<file path="src/rtl/grr_pkg.sv">
package grr_pkg;

    localparam int ROW_PIXELS        = 8;
    localparam int BASELINE_BIAS     = 9;
    localparam int QUEUE_DEPTH_DEF   = 2;

    localparam int COORD_IN_W  = 11;
    localparam int COORD_OUT_W = 13;
    localparam int CLIP_DIM_W  = 10;
    localparam int FONT_H_W    = 5;
    localparam int SCALE_W     = 4;
    localparam int NIBBLE_W    = 4;
    localparam int CFG_IDX_W   = 3;
    localparam int CFG_DATA_W  = 11;

    localparam logic [FONT_H_W-1:0]   FONT_HEIGHT_RST = 5'd8;
    localparam logic [SCALE_W-1:0]    SCALE_RST       = 4'd1;
    localparam logic [CLIP_DIM_W-1:0] CLIP_DIM_RST    = 10'd1023;

    typedef enum logic [CFG_IDX_W-1:0] {
        CFG_FONT_HEIGHT = 3'd0,
        CFG_SCALE       = 3'd1,
        CFG_CLIP_ENABLE = 3'd2,
        CFG_CLIP_X      = 3'd3,
        CFG_CLIP_Y      = 3'd4,
        CFG_CLIP_W      = 3'd5,
        CFG_CLIP_H      = 3'd6
    } t_cfg_idx;

    typedef struct packed {
        logic [FONT_H_W-1:0]          font_height;
        logic [SCALE_W-1:0]           scale;
        logic                         clip_enable;
        logic signed [COORD_IN_W-1:0] clip_x;
        logic signed [COORD_IN_W-1:0] clip_y;
        logic [CLIP_DIM_W-1:0]        clip_w;
        logic [CLIP_DIM_W-1:0]        clip_h;
    } t_cfg;

    // one glyph row after classification: surviving pixels only
    typedef struct packed {
        logic signed [COORD_IN_W-1:0]  ox;
        logic signed [COORD_OUT_W-1:0] py;
        logic [ROW_PIXELS-1:0]         mask;
    } t_job;

endpackage

</file>
<file path="src/rtl/grr_intf.sv">
interface grr_in_if;
    import grr_pkg::*;
    logic                         valid;
    logic                         ready;
    logic signed [COORD_IN_W-1:0] origin_x;
    logic signed [COORD_IN_W-1:0] origin_y;
    logic [NIBBLE_W-1:0]          glyph_width;
    logic [NIBBLE_W-1:0]          row_index;
    logic [ROW_PIXELS-1:0]        row_bits;

    modport source(output valid, origin_x, origin_y, glyph_width, row_index, row_bits,
                   input ready);
    modport sink(input valid, origin_x, origin_y, glyph_width, row_index, row_bits,
                 output ready);
endinterface

interface grr_out_if;
    import grr_pkg::*;
    logic                          valid;
    logic                          ready;
    logic signed [COORD_OUT_W-1:0] pixel_x;
    logic signed [COORD_OUT_W-1:0] pixel_y;
    logic [SCALE_W-1:0]            square_side;
    logic                          last_in_row;

    modport source(output valid, pixel_x, pixel_y, square_side, last_in_row, input ready);
    modport sink(input valid, pixel_x, pixel_y, square_side, last_in_row, output ready);
endinterface

interface grr_cfg_if;
    import grr_pkg::*;
    logic                  valid;
    logic                  ready;
    logic [CFG_IDX_W-1:0]  index;
    logic [CFG_DATA_W-1:0] data;

    modport source(output valid, index, data, input ready);
    modport sink(input valid, index, data, output ready);
endinterface

</file>
<file path="src/rtl/glyph_row_rasterizer.sv">
// A row passes from the classifier through the queue and the emitter's row registers
// to the registered output. Throughput: one pixel per cycle while the output is ready.
// The single emitter sends a row's drawn pixels (up to 8); empty rows are never queued.
// A QUEUE_DEPTH-entry queue between classifier and emitter absorbs input bursts.
// Reset: synchronous, active low; registers go to their reset values, queue and
// output are emptied.
module glyph_row_rasterizer #(
    parameter int QUEUE_DEPTH = grr_pkg::QUEUE_DEPTH_DEF
) (
    input  logic      i_clk,
    input  logic      i_rst_n,
    grr_in_if.sink    i_in,
    grr_out_if.source o_out,
    grr_cfg_if.sink   i_cfg
);
    import grr_pkg::*;

    t_cfg regs;
    t_job push_job;
    t_job pop_job;
    logic push;
    logic q_full;
    logic q_valid;
    logic pop;

    grr_cfg u_cfg (
        .i_clk   (i_clk),
        .i_rst_n (i_rst_n),
        .i_cfg   (i_cfg),
        .o_regs  (regs)
    );

    grr_front u_front (
        .i_regs   (regs),
        .i_in     (i_in),
        .i_q_full (q_full),
        .o_push   (push),
        .o_job    (push_job)
    );

    grr_queue #(
        .DEPTH (QUEUE_DEPTH)
    ) u_queue (
        .i_clk   (i_clk),
        .i_rst_n (i_rst_n),
        .i_push  (push),
        .i_job   (push_job),
        .o_full  (q_full),
        .i_pop   (pop),
        .o_valid (q_valid),
        .o_job   (pop_job)
    );

    grr_back u_back (
        .i_clk     (i_clk),
        .i_rst_n   (i_rst_n),
        .i_regs    (regs),
        .i_q_valid (q_valid),
        .i_q_job   (pop_job),
        .o_pop     (pop),
        .o_out     (o_out)
    );

endmodule

</file>
<file path="src/rtl/grr_cfg.sv">
module grr_cfg (
    input  logic          i_clk,
    input  logic          i_rst_n,
    grr_cfg_if.sink       i_cfg,
    output grr_pkg::t_cfg o_regs
);
    import grr_pkg::*;

    t_cfg r_regs;

    assign i_cfg.ready = 1'b1;
    assign o_regs      = r_regs;

    always_ff @(posedge i_clk) begin
        if (!i_rst_n) begin
            r_regs.font_height <= FONT_HEIGHT_RST;
            r_regs.scale       <= SCALE_RST;
            r_regs.clip_enable <= 1'b0;
            r_regs.clip_x      <= '0;
            r_regs.clip_y      <= '0;
            r_regs.clip_w      <= CLIP_DIM_RST;
            r_regs.clip_h      <= CLIP_DIM_RST;
        end else if (i_cfg.valid) begin
            case (i_cfg.index)
                CFG_FONT_HEIGHT: r_regs.font_height <= i_cfg.data[FONT_H_W-1:0];
                CFG_SCALE:       r_regs.scale       <= i_cfg.data[SCALE_W-1:0];
                CFG_CLIP_ENABLE: r_regs.clip_enable <= i_cfg.data[0];
                CFG_CLIP_X:      r_regs.clip_x      <= $signed(i_cfg.data[COORD_IN_W-1:0]);
                CFG_CLIP_Y:      r_regs.clip_y      <= $signed(i_cfg.data[COORD_IN_W-1:0]);
                CFG_CLIP_W:      r_regs.clip_w      <= i_cfg.data[CLIP_DIM_W-1:0];
                CFG_CLIP_H:      r_regs.clip_h      <= i_cfg.data[CLIP_DIM_W-1:0];
                default: ;
            endcase
        end
    end

endmodule

</file>
<file path="src/rtl/grr_front.sv">
module grr_front (
    input  grr_pkg::t_cfg i_regs,
    grr_in_if.sink        i_in,
    input  logic          i_q_full,
    output logic          o_push,
    output grr_pkg::t_job o_job
);
    import grr_pkg::*;

    localparam int CW = COORD_OUT_W + 1;

    logic [NIBBLE_W-1:0]   w_sat;
    logic [7:0]            row_off;
    logic signed [CW-1:0]  py_w;
    logic signed [CW-1:0]  clip_l;
    logic signed [CW-1:0]  clip_r;
    logic signed [CW-1:0]  clip_t;
    logic signed [CW-1:0]  clip_b;
    logic                  y_ok;
    logic [ROW_PIXELS-1:0] kept;
    logic [6:0]            col_off;
    logic signed [CW-1:0]  px_w;

    always_comb begin
        w_sat   = (i_in.glyph_width > NIBBLE_W'(ROW_PIXELS)) ? NIBBLE_W'(ROW_PIXELS)
                                                              : i_in.glyph_width;
        row_off = i_in.row_index * i_regs.scale;
        py_w    = CW'(i_in.origin_y) + $signed({6'd0, row_off})
                + CW'(BASELINE_BIAS) - $signed({9'd0, i_regs.font_height});

        clip_l = CW'(i_regs.clip_x);
        clip_t = CW'(i_regs.clip_y);
        clip_r = CW'(i_regs.clip_x) + $signed({4'd0, i_regs.clip_w});
        clip_b = CW'(i_regs.clip_y) + $signed({4'd0, i_regs.clip_h});
        y_ok   = !i_regs.clip_enable || (py_w >= clip_t && py_w <= clip_b);

        // column c sits in bit 7-c; each column is tested on its own
        kept    = '0;
        col_off = '0;
        px_w    = '0;
        for (int c = 0; c < ROW_PIXELS; c++) begin
            col_off = 7'(c) * i_regs.scale;
            px_w    = CW'(i_in.origin_x) + $signed({7'd0, col_off});
            kept[ROW_PIXELS-1-c] = i_in.row_bits[ROW_PIXELS-1-c]
                                && (NIBBLE_W'(c) < w_sat) && y_ok
                                && (!i_regs.clip_enable
                                    || (px_w >= clip_l && px_w <= clip_r));
        end
    end

    assign i_in.ready = !i_q_full;
    // rows with nothing left to draw are consumed here and never queued
    assign o_push     = i_in.valid && !i_q_full && (kept != '0);
    assign o_job.ox   = i_in.origin_x;
    assign o_job.py   = py_w[COORD_OUT_W-1:0];
    assign o_job.mask = kept;

endmodule

</file>
<file path="src/rtl/grr_queue.sv">
module grr_queue #(
    parameter int DEPTH = grr_pkg::QUEUE_DEPTH_DEF
) (
    input  logic          i_clk,
    input  logic          i_rst_n,
    input  logic          i_push,
    input  grr_pkg::t_job i_job,
    output logic          o_full,
    input  logic          i_pop,
    output logic          o_valid,
    output grr_pkg::t_job o_job
);
    import grr_pkg::*;

    localparam int PW = (DEPTH > 1) ? $clog2(DEPTH) : 1;
    localparam int NW = $clog2(DEPTH + 1);

    t_job          r_mem [DEPTH];
    logic [PW-1:0] r_wr_ptr;
    logic [PW-1:0] r_rd_ptr;
    logic [NW-1:0] r_count;
    logic          push_ok;
    logic          pop_ok;

    assign o_full  = (r_count == NW'(DEPTH));
    assign o_valid = (r_count != '0);
    assign o_job   = r_mem[r_rd_ptr];
    assign push_ok = i_push && !o_full;
    assign pop_ok  = i_pop && o_valid;

    always_ff @(posedge i_clk) begin
        if (push_ok) begin
            r_mem[r_wr_ptr] <= i_job;
        end
    end

    always_ff @(posedge i_clk) begin
        if (!i_rst_n) begin
            r_wr_ptr <= '0;
            r_rd_ptr <= '0;
            r_count  <= '0;
        end else begin
            if (push_ok) begin
                r_wr_ptr <= (r_wr_ptr == PW'(DEPTH - 1)) ? '0 : r_wr_ptr + PW'(1);
            end
            if (pop_ok) begin
                r_rd_ptr <= (r_rd_ptr == PW'(DEPTH - 1)) ? '0 : r_rd_ptr + PW'(1);
            end
            case ({push_ok, pop_ok})
                2'b10:   r_count <= r_count + NW'(1);
                2'b01:   r_count <= r_count - NW'(1);
                default: r_count <= r_count;
            endcase
        end
    end

    a_count_bound: assert property (@(posedge i_clk) disable iff (!i_rst_n)
        r_count <= NW'(DEPTH))
        else $error("queue count above depth");

    a_count_up: assert property (@(posedge i_clk) disable iff (!i_rst_n)
        (push_ok && !pop_ok) |=> (r_count == $past(r_count) + NW'(1)))
        else $error("queue count did not follow a lone push");

endmodule

</file>
<file path="src/rtl/grr_back.sv">
module grr_back (
    input  logic          i_clk,
    input  logic          i_rst_n,
    input  grr_pkg::t_cfg i_regs,
    input  logic          i_q_valid,
    input  grr_pkg::t_job i_q_job,
    output logic          o_pop,
    grr_out_if.source     o_out
);
    import grr_pkg::*;

    logic                          r_busy;
    logic [ROW_PIXELS-1:0]         r_mask;
    logic signed [COORD_IN_W-1:0]  r_ox;
    logic signed [COORD_OUT_W-1:0] r_py;

    logic                          r_ovalid;
    logic signed [COORD_OUT_W-1:0] r_px_o;
    logic signed [COORD_OUT_W-1:0] r_py_o;
    logic [SCALE_W-1:0]            r_side_o;
    logic                          r_last_o;

    logic                          adv;
    logic                          last;
    logic [2:0]                    pos;
    logic [2:0]                    col;
    logic [6:0]                    col_off;
    logic [ROW_PIXELS-1:0]         rest;
    logic signed [COORD_OUT_W-1:0] px;

    always_comb begin
        // leftmost lit pixel is the highest set bit
        pos = '0;
        for (int i = 0; i < ROW_PIXELS; i++) begin
            if (r_mask[i]) begin
                pos = 3'(i);
            end
        end
        col     = ~pos;
        col_off = col * i_regs.scale;
        px      = COORD_OUT_W'(r_ox) + $signed({6'd0, col_off});
        rest    = r_mask & ~(ROW_PIXELS'(1) << pos);
        last    = (rest == '0);
        adv     = r_busy && (!r_ovalid || o_out.ready);
        o_pop   = i_q_valid && (!r_busy || (adv && last));
    end

    always_ff @(posedge i_clk) begin
        if (!i_rst_n) begin
            r_busy   <= 1'b0;
            r_ovalid <= 1'b0;
        end else begin
            if (o_pop) begin
                r_busy <= 1'b1;
            end else if (adv && last) begin
                r_busy <= 1'b0;
            end
            if (adv) begin
                r_ovalid <= 1'b1;
            end else if (o_out.ready) begin
                r_ovalid <= 1'b0;
            end
        end
    end

    always_ff @(posedge i_clk) begin
        if (o_pop) begin
            r_mask <= i_q_job.mask;
            r_ox   <= i_q_job.ox;
            r_py   <= i_q_job.py;
        end else if (adv) begin
            r_mask <= rest;
        end
        if (adv) begin
            r_px_o   <= px;
            r_py_o   <= r_py;
            r_side_o <= i_regs.scale;
            r_last_o <= last;
        end
    end

    assign o_out.valid       = r_ovalid;
    assign o_out.pixel_x     = r_px_o;
    assign o_out.pixel_y     = r_py_o;
    assign o_out.square_side = r_side_o;
    assign o_out.last_in_row = r_last_o;

    a_busy_mask: assert property (@(posedge i_clk) disable iff (!i_rst_n)
        r_busy |-> (r_mask != '0))
        else $error("busy with no pixels left");

    a_pop_busy: assert property (@(posedge i_clk) disable iff (!i_rst_n)
        o_pop |=> r_busy)
        else $error("popped row not taken up");

    a_mid_row: assert property (@(posedge i_clk) disable iff (!i_rst_n)
        (adv && !last) |=> (r_busy && r_ovalid && !r_last_o))
        else $error("row ended early");

endmodule

</file>
<file path="src/flat_wrapper.sv">
// flat-port wrapper written by rule: the top's interface ports become plain ports
module glyph_row_rasterizer_flat import grr_pkg::*;
#(
    parameter int QUEUE_DEPTH = grr_pkg::QUEUE_DEPTH_DEF
)
  (i_clk, i_rst_n, i_in_valid, i_in_origin_x, i_in_origin_y, i_in_glyph_width, i_in_row_index, i_in_row_bits, i_in_ready, o_out_valid, o_out_pixel_x, o_out_pixel_y, o_out_square_side, o_out_last_in_row, o_out_ready, i_cfg_valid, i_cfg_index, i_cfg_data, i_cfg_ready);
  grr_in_if i_in_i ();
  grr_out_if o_out_i ();
  grr_cfg_if i_cfg_i ();
  input  logic i_clk;
  input  logic i_rst_n;
  input wire logic [$bits(i_in_i.valid)-1:0] i_in_valid;
  input wire logic [$bits(i_in_i.origin_x)-1:0] i_in_origin_x;
  input wire logic [$bits(i_in_i.origin_y)-1:0] i_in_origin_y;
  input wire logic [$bits(i_in_i.glyph_width)-1:0] i_in_glyph_width;
  input wire logic [$bits(i_in_i.row_index)-1:0] i_in_row_index;
  input wire logic [$bits(i_in_i.row_bits)-1:0] i_in_row_bits;
  output wire logic [$bits(i_in_i.ready)-1:0] i_in_ready;
  output wire logic [$bits(o_out_i.valid)-1:0] o_out_valid;
  output wire logic [$bits(o_out_i.pixel_x)-1:0] o_out_pixel_x;
  output wire logic [$bits(o_out_i.pixel_y)-1:0] o_out_pixel_y;
  output wire logic [$bits(o_out_i.square_side)-1:0] o_out_square_side;
  output wire logic [$bits(o_out_i.last_in_row)-1:0] o_out_last_in_row;
  input wire logic [$bits(o_out_i.ready)-1:0] o_out_ready;
  input wire logic [$bits(i_cfg_i.valid)-1:0] i_cfg_valid;
  input wire logic [$bits(i_cfg_i.index)-1:0] i_cfg_index;
  input wire logic [$bits(i_cfg_i.data)-1:0] i_cfg_data;
  output wire logic [$bits(i_cfg_i.ready)-1:0] i_cfg_ready;
  assign i_in_i.valid = i_in_valid;
  assign i_in_i.origin_x = i_in_origin_x;
  assign i_in_i.origin_y = i_in_origin_y;
  assign i_in_i.glyph_width = i_in_glyph_width;
  assign i_in_i.row_index = i_in_row_index;
  assign i_in_i.row_bits = i_in_row_bits;
  assign i_in_ready = i_in_i.ready;
  assign o_out_valid = o_out_i.valid;
  assign o_out_pixel_x = o_out_i.pixel_x;
  assign o_out_pixel_y = o_out_i.pixel_y;
  assign o_out_square_side = o_out_i.square_side;
  assign o_out_last_in_row = o_out_i.last_in_row;
  assign o_out_i.ready = o_out_ready;
  assign i_cfg_i.valid = i_cfg_valid;
  assign i_cfg_i.index = i_cfg_index;
  assign i_cfg_i.data = i_cfg_data;
  assign i_cfg_ready = i_cfg_i.ready;
  glyph_row_rasterizer #(.QUEUE_DEPTH(QUEUE_DEPTH)) u_core (.i_clk(i_clk), .i_rst_n(i_rst_n), .i_in(i_in_i), .o_out(o_out_i), .i_cfg(i_cfg_i));
endmodule
</file>
<file path="config.mk">
export PLATFORM = sky130hd
export DESIGN_NAME = glyph_row_rasterizer_flat
export DESIGN_NICKNAME = d
export VERILOG_FILES = /design/src/rtl/grr_pkg.sv /design/src/rtl/grr_intf.sv /design/src/rtl/glyph_row_rasterizer.sv /design/src/rtl/grr_cfg.sv /design/src/rtl/grr_front.sv /design/src/rtl/grr_queue.sv /design/src/rtl/grr_back.sv /design/src/flat_wrapper.sv
export SDC_FILE = /design/constraint.sdc
export NUM_CORES = 1
export LEC_CHECK = 0
export BUFFER_PORTS_ARGS = -buffer_cell sky130_fd_sc_hd__buf_2
export CORE_MARGIN = 2
export CORE_UTILIZATION = 57
export DETAILED_ROUTE_END_ITERATION = 7
export GPL_ROUTABILITY_DRIVEN = 0
export HOLD_SLACK_MARGIN = 0.1
export PLACE_DENSITY = 0.75
export SYNTH_ARGS = -nofsm -noshare
export SYNTH_HDL_FRONTEND = slang
export SYNTH_HIERARCHICAL = 1
export SYNTH_SLANG_ARGS = --single-unit
</file>
<file path="constraint.sdc">
create_clock -name i_clk -period 10.5 [get_ports i_clk]
set_clock_uncertainty 0.15 [all_clocks]
set_input_delay 0.525 -clock i_clk [delete_from_list [all_inputs] [get_ports i_clk]]
set_output_delay 0.525 -clock i_clk [all_outputs]
set_load 0.005 [all_outputs]
</file>
==> impl_metrics.toml <==
[outcome]
status = "complete, no violations"

[pwr]
power_frac_comb = 0.392
swShare = 0.376
totalPowerFinal_mw = 2.95
p_seq_frac = 0.380
switchingPower_mw = 1.11
internal_power_mw = 1.84
power.share.clock = 0.228
leakagePower_nw = 8.14
power.density_nw_per_um2 = 162
vdd_ir_drop_max_mv = 0.128

[drt]
drt_first_pass_iters = 5
drt_iter0_drc = 954
avgRoutedWirePerCell_um = 20.2
wl_mm = 43.6
vias = 13400
avgViaCountPerCell = 6.22
route.detailed.drc = 0
postRouteAntennaNets = 0

[die]
rows = 62
boundaryPins = 91
dieArea_um2 = 30800
initial_core_util = 0.581
fp.coreArea_um2 = 28900
die_x_um = 175
die_height_um = 175

[timing]
hold_ws_ps = 215
period_share = 0.844
fmax_mhz = 113
min_period_ps = 8860
slew_violations = 0
fin_tns_setup_ps = 0
hold_viol = 0
slew_headroom = 0.283
worst_slew_pin_slew_ps = 1050
rsz0062_at_grt = "no"
setup_viol = 0
worst_slack_ps = 1640

[logic_synthesis]
synth_top_cell_area_share = 0.232
yosys.cell_types.count = 84
ys_warn_count = 6
synth_seq_cells = 185
synth-edff-count = 126
yosysMostFrequentCell = "ha_1"
yosysTopAreaCell = "ha_1"
synthTopCellsByCount = "ha_1 (311), edfxtp_1 (126), inv_1 (124)"
yosys_most_used_dff = "edfxtp_1"
synth_seq_area_share = 0.296
synth_nets = 2071
async_flop_share = 0
synth_area_um2 = 16800
syn-instance-count = 1675
synth.avg_cell_area_um2 = 10.0
synthTopCellsByArea = "ha_1 (23%), edfxtp_1 (23%), dfxtp_1 (7.0%), a21oi_1 (3.6%), xnor2_1 (3.4%)"

[placement]
dp_hpwl_mm = 32.2
port_buffers = 89
place_area_um2 = 17600
dp_slack_ps = 1780

[clocking]
htreeDepth = 4
cts_resized = 0
path_clk_slew_ps = 80
cts_setup_buffers = 0
clkSinkCount = 185
clk_path_buf_depth = 2
ctsHoldBuffers = 0
tritoncts = "yes"
cts_made_buffers = 17
root_buffer = "clkbuf_16"
clk_latency_ps = 450

[setup_path]
critPathKind = "reg -> reg"
rrSetupSlack_ps = 1640
crit_required_ps = 10440
crit_fanout = 32
crit_arrival_ps = 8800
start_kind = "register"
timing.rr.end = "u_core/u_queue/r_mem[0][9]"
worstReg2RegStart = "u_core/u_cfg/o_regs[45]"
worst-r2r-cell-count = 32
worst_path_max_delay_cell = "fa_1"
cp-end-kind = "register"
cpPeakStageDelay_ps = 560

[flow_run]
cap_violations = 0

[finish]
nets = 2151
drive_above_1_share = 0.109
area_delta_synth_final_pct = 8.60
stdcell_area_um2 = 18200

[worst_hold_path]
hp-start = "i_cfg_data[2]"
holdPathStages = 3
min_path_type = "in -> reg"
hold_path_end = "u_core/u_cfg/o_regs[2]"

[global_routing]
grt_start_max_net_pins = 81
track_usage = 0.285
overflow = 0
antenna_found_initial = 1
grt_pass1_vias = 13200
grt_pass1_wl_mm = 68.7
[per-stage QoR]
stage,utilization,cells
2_1_floorplan,-,1675
3_3_place_gp,0.609,2120
3_5_place_dp,0.609,2120
4_1_cts,0.631,2152
5_1_grt,0.631,2153
6_report,0.631,2153
[flip-flops by register name (all words and copies together) (netlist names), 2 cells and up, named ones only]
name                             count
u_core/u_queue/r_mem                64
u_core/u_queue/r_count               2
u_core/u_back/o_out.square_side      4
u_core/u_back/o_out.pixel_x         12
u_core/u_cfg/o_regs                 52
u_core/u_back/r_mask                 8
u_core/u_back/r_ox                  11
u_core/u_back/r_py                  13
u_core/u_back/o_out.pixel_y         13
[worst max path at each step]
stage,startpoint,endpoint,slack (ps),depth (start not counted)
final,u_core/u_cfg/o_regs[45],u_core/u_queue/r_mem[0][9],1640,32
after global routing,u_core/u_cfg/o_regs[44],u_core/u_queue/r_mem[0][14],1110,32
after CTS,u_core/u_cfg/o_regs[45],u_core/u_queue/r_mem[0][29],1690,32
after detailed placement,u_core/u_cfg/o_regs[45],u_core/u_queue/r_mem[0][13],1780,32
after global placement,u_core/u_cfg/o_regs[45],u_core/u_queue/r_mem[0][10],2080,31
after floorplan,u_core/u_cfg/o_regs[45],u_core/u_queue/r_mem[0][0],2090,31
[cell type report]
class	instances	area, um^2
antenna	1	2.50
sequential	185	4960
fill	2361	10700
timing repair buffer	110	603
multi-input combinational	1316	11100
inverter	125	469
clock buffer	17	425
clock inverter	15	196
tap	384	480
[kinds of logic (layout without fill, tap and decap cells)]
family	count (synthesis)	after routing	share of synthesized area
buffers and inverters	174	267	0.0448
adder cells (fa/ha/maj)	341	341	0.267
AND/OR/NAND/NOR	411	411	0.136
XOR/XNOR	98	98	0.0512
flip-flops	185	185	0.296
multiplexers	90	90	0.0563
AO/OA/AOI/OAI	375	375	0.149
other	1	2	0.000224
[power groups by stage]
| stage | Combinational, mW | Sequential [mW] | Clock [mW] |
|---|---|---|---|
| 2_1_floorplan | 0.829 | 1.12 | 0 |
| 3_3_place_gp | 1.10 | 1.13 | 0 |
| 3_5_place_dp | 1.13 | 1.14 | 0 |
| 4_1_cts | 1.14 | 1.12 | 0.683 |
| 5_1_grt | 1.28 | 1.14 | 0.709 |
| 6_report | 1.16 | 1.12 | 0.673 |
[critical path, delay by kind of cell, from the launching register on]
family | cells | cell delay, ps
buf+inv | 6 | 1030
compound gates | 9 | 1790
fa+ha+maj | 7 | 2910
xor+xnor | 2 | 520
simple gates | 8 | 1790
flops | 1 | 310
[cells in the final DEF, fill, tap and decap left out, types with 22 or more instances in the layout]
| cell | count |
|---|---|
| o21a_1 | 22 |
| a21oi_1 | 122 |
| mux2i_1 | 56 |
| nand3_1 | 30 |
| buf_2 | 89 |
| nand4_1 | 46 |
| xor2_1 | 32 |
| inv_1 | 124 |
| edfxtp_1 | 126 |
| fa_1 | 28 |
| dfxtp_1 | 59 |
| nor2_1 | 59 |
| nor2b_1 | 56 |
| o21ai_0 | 31 |
| mux2_2 | 22 |
| nand2_1 | 95 |
| xnor2_1 | 66 |
| a21o_1 | 57 |
| ha_1 | 311 |
[layer usage]
layer	up-vias	routed length, um	GRT usage
li1	6366	-	-
met1	6329	18800	0.373
met2	566	19800	0.473
met3	140	3050	0.0405
met4	0	1970	0.122
met5	-	0	0
Power figures use the tool's default switching activity.
